<file path="src/hw/rtl/rarp_pkg.sv">
// ----------------------------------------------------------------------------
// RARP responder package
// Shared constants, register indexes, payload types and the command and
// status bundles between the controller and the datapath.
// ----------------------------------------------------------------------------
package rarp_pkg;

  localparam int TABLE_DEPTH = 256;
  localparam int ADDR_W      = (TABLE_DEPTH > 1) ? $clog2(TABLE_DEPTH) : 1;
  localparam int CNT_W       = $clog2(TABLE_DEPTH + 1);
  localparam int CFG_IDX_W   = 3;
  localparam int CFG_DATA_W  = 48;

  localparam logic [10:0] MIN_FRAME_LEN   = 11'd60;
  localparam logic [15:0] HW_ETHERNET     = 16'd1;
  localparam logic [15:0] PROTO_IPV4      = 16'h0800;
  localparam logic [7:0]  HW_ADDR_LEN     = 8'd6;
  localparam logic [7:0]  PROTO_ADDR_LEN  = 8'd4;
  localparam logic [15:0] OP_ARP_REPLY    = 16'd2;
  localparam logic [15:0] OP_RARP_REQUEST = 16'd3;
  localparam logic [15:0] OP_RARP_REPLY   = 16'd4;
  localparam logic        KIND_RARP       = 1'b0;
  localparam logic        KIND_ARP        = 1'b1;
  localparam logic        MODE_LOAD       = 1'b0;

  typedef enum logic [CFG_IDX_W-1:0] {
    REG_OWN_MAC    = 3'd0,
    REG_OWN_IP     = 3'd1,
    REG_NET_MASK   = 3'd2,
    REG_NET_PREFIX = 3'd3,
    REG_ARP_ALSO   = 3'd4
  } cfg_reg_t;

  typedef struct packed {
    logic        mode;
    logic [10:0] frame_length;
    logic [15:0] hw_type;
    logic [15:0] proto_type;
    logic [7:0]  hw_len;
    logic [7:0]  proto_len;
    logic [15:0] opcode;
    logic [47:0] target_mac;
    logic [47:0] entry_mac;
    logic [31:0] entry_ip;
  } in_item_t;

  typedef struct packed {
    logic        reply_kind;
    logic [47:0] dest_mac;
    logic [15:0] reply_opcode;
    logic [47:0] sender_mac;
    logic [31:0] sender_ip;
    logic [47:0] answer_mac;
    logic [31:0] answer_ip;
    logic        last;
  } out_item_t;

  typedef struct packed {
    logic load_entry;
    logic start_scan;
    logic scan;
    logic load_rarp;
    logic load_arp;
  } dp_cmd_t;

  typedef struct packed {
    logic is_load;
    logic req_ok;
    logic hit;
    logic pass;
    logic exhausted;
    logic arp_also;
  } dp_status_t;

endpackage

</file>
<file path="src/hw/rtl/rarp_ctrl.sv">
// ----------------------------------------------------------------------------
// RARP responder controller
// Sequences table loads, the table scan and the delivery of up to two
// replies per accepted request.
// ----------------------------------------------------------------------------
module rarp_ctrl (
  input  logic                 clk,
  input  logic                 rst_n,
  input  logic                 in_valid,
  output logic                 in_ready,
  output logic                 out_valid,
  input  logic                 out_ready,
  input  rarp_pkg::dp_status_t st,
  output rarp_pkg::dp_cmd_t    cmd
);
  import rarp_pkg::*;

  typedef enum logic [3:0] {
    ST_IDLE      = 4'b0001,
    ST_SCAN      = 4'b0010,
    ST_SEND_RARP = 4'b0100,
    ST_SEND_ARP  = 4'b1000
  } state_t;

  state_t state_r, state_nxt;
  logic   out_valid_r, out_valid_nxt;

  always_comb begin
    state_nxt     = state_r;
    out_valid_nxt = out_valid_r;
    cmd           = '0;
    case (state_r)
      ST_IDLE: begin
        if (in_valid) begin
          if (st.is_load) begin
            cmd.load_entry = 1'b1;
          end else if (st.req_ok) begin
            cmd.start_scan = 1'b1;
            state_nxt      = ST_SCAN;
          end
        end
      end
      ST_SCAN: begin
        cmd.scan = 1'b1;
        if (st.hit) begin
          if (st.pass) begin
            cmd.load_rarp = 1'b1;
            out_valid_nxt = 1'b1;
            state_nxt     = ST_SEND_RARP;
          end else begin
            state_nxt = ST_IDLE;
          end
        end else if (st.exhausted) begin
          state_nxt = ST_IDLE;
        end
      end
      ST_SEND_RARP: begin
        if (out_ready) begin
          if (st.arp_also) begin
            cmd.load_arp = 1'b1;
            state_nxt    = ST_SEND_ARP;
          end else begin
            out_valid_nxt = 1'b0;
            state_nxt     = ST_IDLE;
          end
        end
      end
      ST_SEND_ARP: begin
        if (out_ready) begin
          out_valid_nxt = 1'b0;
          state_nxt     = ST_IDLE;
        end
      end
      default: begin
        out_valid_nxt = 1'b0;
        state_nxt     = ST_IDLE;
      end
    endcase
  end

  always_ff @(posedge clk) begin
    if (!rst_n) begin
      state_r     <= ST_IDLE;
      out_valid_r <= 1'b0;
    end else begin
      state_r     <= state_nxt;
      out_valid_r <= out_valid_nxt;
    end
  end

  assign in_ready  = (state_r == ST_IDLE);
  assign out_valid = out_valid_r;

`ifndef SYNTHESIS
  a_no_accept_while_pending: assert property (@(posedge clk) disable iff (!rst_n)
    in_ready |-> !out_valid)
    else $error("input accepted while a reply is pending");

  a_hit_gives_reply: assert property (@(posedge clk) disable iff (!rst_n)
    (state_r == ST_SCAN) && st.hit && st.pass |=> out_valid)
    else $error("passing table hit did not raise a reply");

  a_miss_returns_idle: assert property (@(posedge clk) disable iff (!rst_n)
    (state_r == ST_SCAN) && st.exhausted && !st.hit |=> in_ready)
    else $error("exhausted scan did not return to idle");

  a_arp_done_idle: assert property (@(posedge clk) disable iff (!rst_n)
    (state_r == ST_SEND_ARP) && out_ready |=> in_ready && !out_valid)
    else $error("final reply transaction did not end the request");
`endif

endmodule

</file>
<file path="config.mk">
export PLATFORM = sky130hd
export DESIGN_NAME = rarp_ctrl
export DESIGN_NICKNAME = d
export VERILOG_FILES = /design/src/hw/rtl/rarp_pkg.sv /design/src/hw/rtl/rarp_ctrl.sv
export SDC_FILE = /design/constraint.sdc
export NUM_CORES = 1
export LEC_CHECK = 0
export BUFFER_PORTS_ARGS = -buffer_cell sky130_fd_sc_hd__buf_2
export CORE_AREA = 5 5 42 44
export CTS_CLUSTER_DIAMETER = 200
export CTS_CLUSTER_SIZE = 40
export DETAILED_ROUTE_END_ITERATION = 12
export DIE_AREA = 0 0 47 49
export PLACE_DENSITY = 0.53
export SKIP_CTS_REPAIR_TIMING = 1
export SYNTH_ARGS = -nofsm -noshare
export SYNTH_HDL_FRONTEND = slang
export SYNTH_SLANG_ARGS = --single-unit
</file>
<file path="constraint.sdc">
create_clock -name clk -period 3.22 [get_ports clk]
set_input_delay 0.161 -clock clk [delete_from_list [all_inputs] [get_ports clk]]
set_output_delay 0.161 -clock clk [all_outputs]
set_load 0.01 [all_outputs]
</file>
==> flow_summary.json <==
{
  "coreArea_um2": 1400,
  "area.growth.synth_to_final_pct": 33.9,
  "grtUsageTotal_pct": 7.46,
  "ys_warn_count": 0,
  "required_ps": 3060,
  "worst_hold_path_type": "input pin to register",
  "synth_area_um2": 318,
  "tritoncts": "built",
  "period_minus_slack_ps": 1710,
  "drtAntennaViolNets": 0,
  "antenna_cells": 0,
  "setup_viol": 0,
  "via_per_inst": 4.71,
  "num_io_pins": 17,
  "port_buffers": 16,
  "drt_iter0_markers": 6,
  "tightestPinTransition_ps": 459,
  "netlist_instances": 38,
  "drive_above_1_share_pct": 39.3,
  "die-area_um2": 2300,
  "worstPathArrival_ps": 1550,
  "crit_family": "simple AND/OR/NAND/NOR gates",
  "worstPathCellList": "or4b_4 > nor2_1 > buf_2",
  "vias": 339,
  "path_clk_slew_ps": 40,
  "cpMaxStageDelayCell": "or4b_4",
  "crit_type": "register to primary output",
  "irDropWorstVdd_mv": 0.216,
  "drc_errors": 0,
  "final.period_utilization_pct": 53.2,
  "start_util_pct": 22.7,
  "hold_violations": 0,
  "clkPwrFrac_pct": 44.4,
  "seq_area_um2": 100,
  "p_leak_nw": 0.218,
  "row_count": 14,
  "syn_avg_cell_area_um2": 8.36,
  "p_sw_share_pct": 23.7,
  "clock_skew_ps": 1.26,
  "synth_area_leaders": "dfxtp_1 (31%), nand2_1 (9.4%), and3_1 (5.9%), nand3b_1 (4.7%), or4b_4 (4.3%)",
  "endpoint_kind": "primary output",
  "rsz0062_at_grt": "false",
  "intPower_uw": 123,
  "synth_area_leader_cell": "dfxtp_1",
  "routed_wl_um": 790,
  "cp_max_fo": 7,
  "power_switching_uw": 38.0,
  "antenna_found_initial": 0,
  "comb_power_share_pct": 14.4,
  "cts_root_buf": "clkbuf_4",
  "die_w_um": 47,
  "slew_viol_final": 0,
  "htreeDepth": 1,
  "fmax_ghz": 0.583,
  "p_total_uw": 160,
  "clock_path_buffers": 2,
  "start_kind": "register",
  "cpPeakStageDelay_ps": 580,
  "grt_max_degree": 8,
  "gp_congestion": 0.773,
  "multiInputGateArea_um2": 195,
  "syn-num-nets": 48,
  "p_seq_share_pct": 41.2,
  "ys_ff_latch": 5,
  "gr-total-overflow": 0,
  "netlist.area_leader.share_pct": 31.5,
  "drt-pass1-iter-count": 4,
  "die_height_um": 49,
  "grt_pass1_vias": 314,
  "cts.sinks": 5,
  "hpwl_um": 645,
  "tns_ps": 0,
  "max-slew-margin-rel_pct": 69.2,
  "cap_violations": 0,
  "wl_per_cell_um": 11.0,
  "path_buf_inv": 1,
  "numCtsBuffers": 3,
  "clk_latency_ps": 240,
  "grt_first_pass_wirelength_um": 1280,
  "seq_area_frac_synth_pct": 31.5,
  "n_fill_cell": 166,
  "layout.nets": 67,
  "synth.distinct_cells": 22,
  "outcome": "finished, final reports clean",
  "powerDensity_nw_per_um2": 377
}
## worst register-to-register path: stages, from the launching register on
cell,delay (ps)
dfxtp_1,370
or4b_4,580
or3_4,350
and3_1,160
o21ai_1,120
## power groups by stage
stage | clock network [mW] | logic, mW | registers (mW)
after floorplan | 0 | 0.0116 | 0.0668
after detailed placement | 0 | 0.0232 | 0.0673
after global routing | 0.0775 | 0.0261 | 0.0664
final | 0.0713 | 0.0231 | 0.0661
after global placement | 0 | 0.0235 | 0.0672
after CTS | 0.0743 | 0.0233 | 0.0662
## kinds of logic after synthesis
family / share of synthesized area, %
buffers and inverters: 7.09
AND/OR/NAND/NOR: 46.8
flip-flops: 31.5
AO/OA/AOI/OAI: 11.8
XOR/XNOR: 2.76
## cells in the mapped netlist, drive strengths merged
cell type	instances
o311ai	1
or4	1
or4b	1
xnor2	1
inv	1
and3	3
nor3b	1
a211oi	1
nor3	1
nand2	8
nor4b	1
nor2	1
nand3b	2
buf	2
nand2b	2
nor4	1
o221a	1
or3	1
dfxtp	5
nand4b	1
o21ai	2
## cell type report
type,instances,area share [%]
repair buffers,16,18.8
flip-flops and latches,5,23.5
multi-input cells,30,45.9
clock buffers,4,6.18
well taps,16,4.71
inverters,1,0.882
## cells in the final DEF (no fill, tap or decap), types with 2 or more instances in the layout
master and count:
and3_1 3, buf_2 16, clkbuf_4 3, dfxtp_1 5, nand2_1 8, nand2b_1 2
nand3b_1 2, o21ai_1 2
## sequential cells by signal, summed over array words and instances (netlist names)
name and count:
state_r 4, out_valid 1
## per-stage QoR
| stage | util [%] | setup slack (ps) | cells | area [um2] | hold slack (ps) |
|---|---|---|---|---|---|
| floorplan | - | 1620 | 38 | 318 | 252 |
| global placement | 28.5 | 1600 | 68 | 399 | 429 |
| detailed placement | 28.5 | 1590 | 68 | 399 | 423 |
| CTS | 30.4 | 1510 | 72 | 425 | 172 |
| global route | 30.4 | 1430 | 72 | 425 | 225 |
| finish | 30.4 | 1510 | 72 | 425 | 180 |
## per-layer routing
layer,GRT usage (%),part of all wire [%]
met5,0,0
met4,4.15,0
met3,2.58,8.2
met2,10.4,42
met1,9.67,49
## worst paths after layout
path | startpoint | depth (start not counted) | endpoint | slack, ps
worst min register to register | out_valid | 1 | out_valid | 530
worst min-delay path | rst_n | 2 | state_r[0] | 180
worst max-delay path | state_r[2] | 3 | cmd[1] | 1510
worst max register to register | state_r[2] | 4 | state_r[2] | 1570
(Power assumes the default switching activity.)
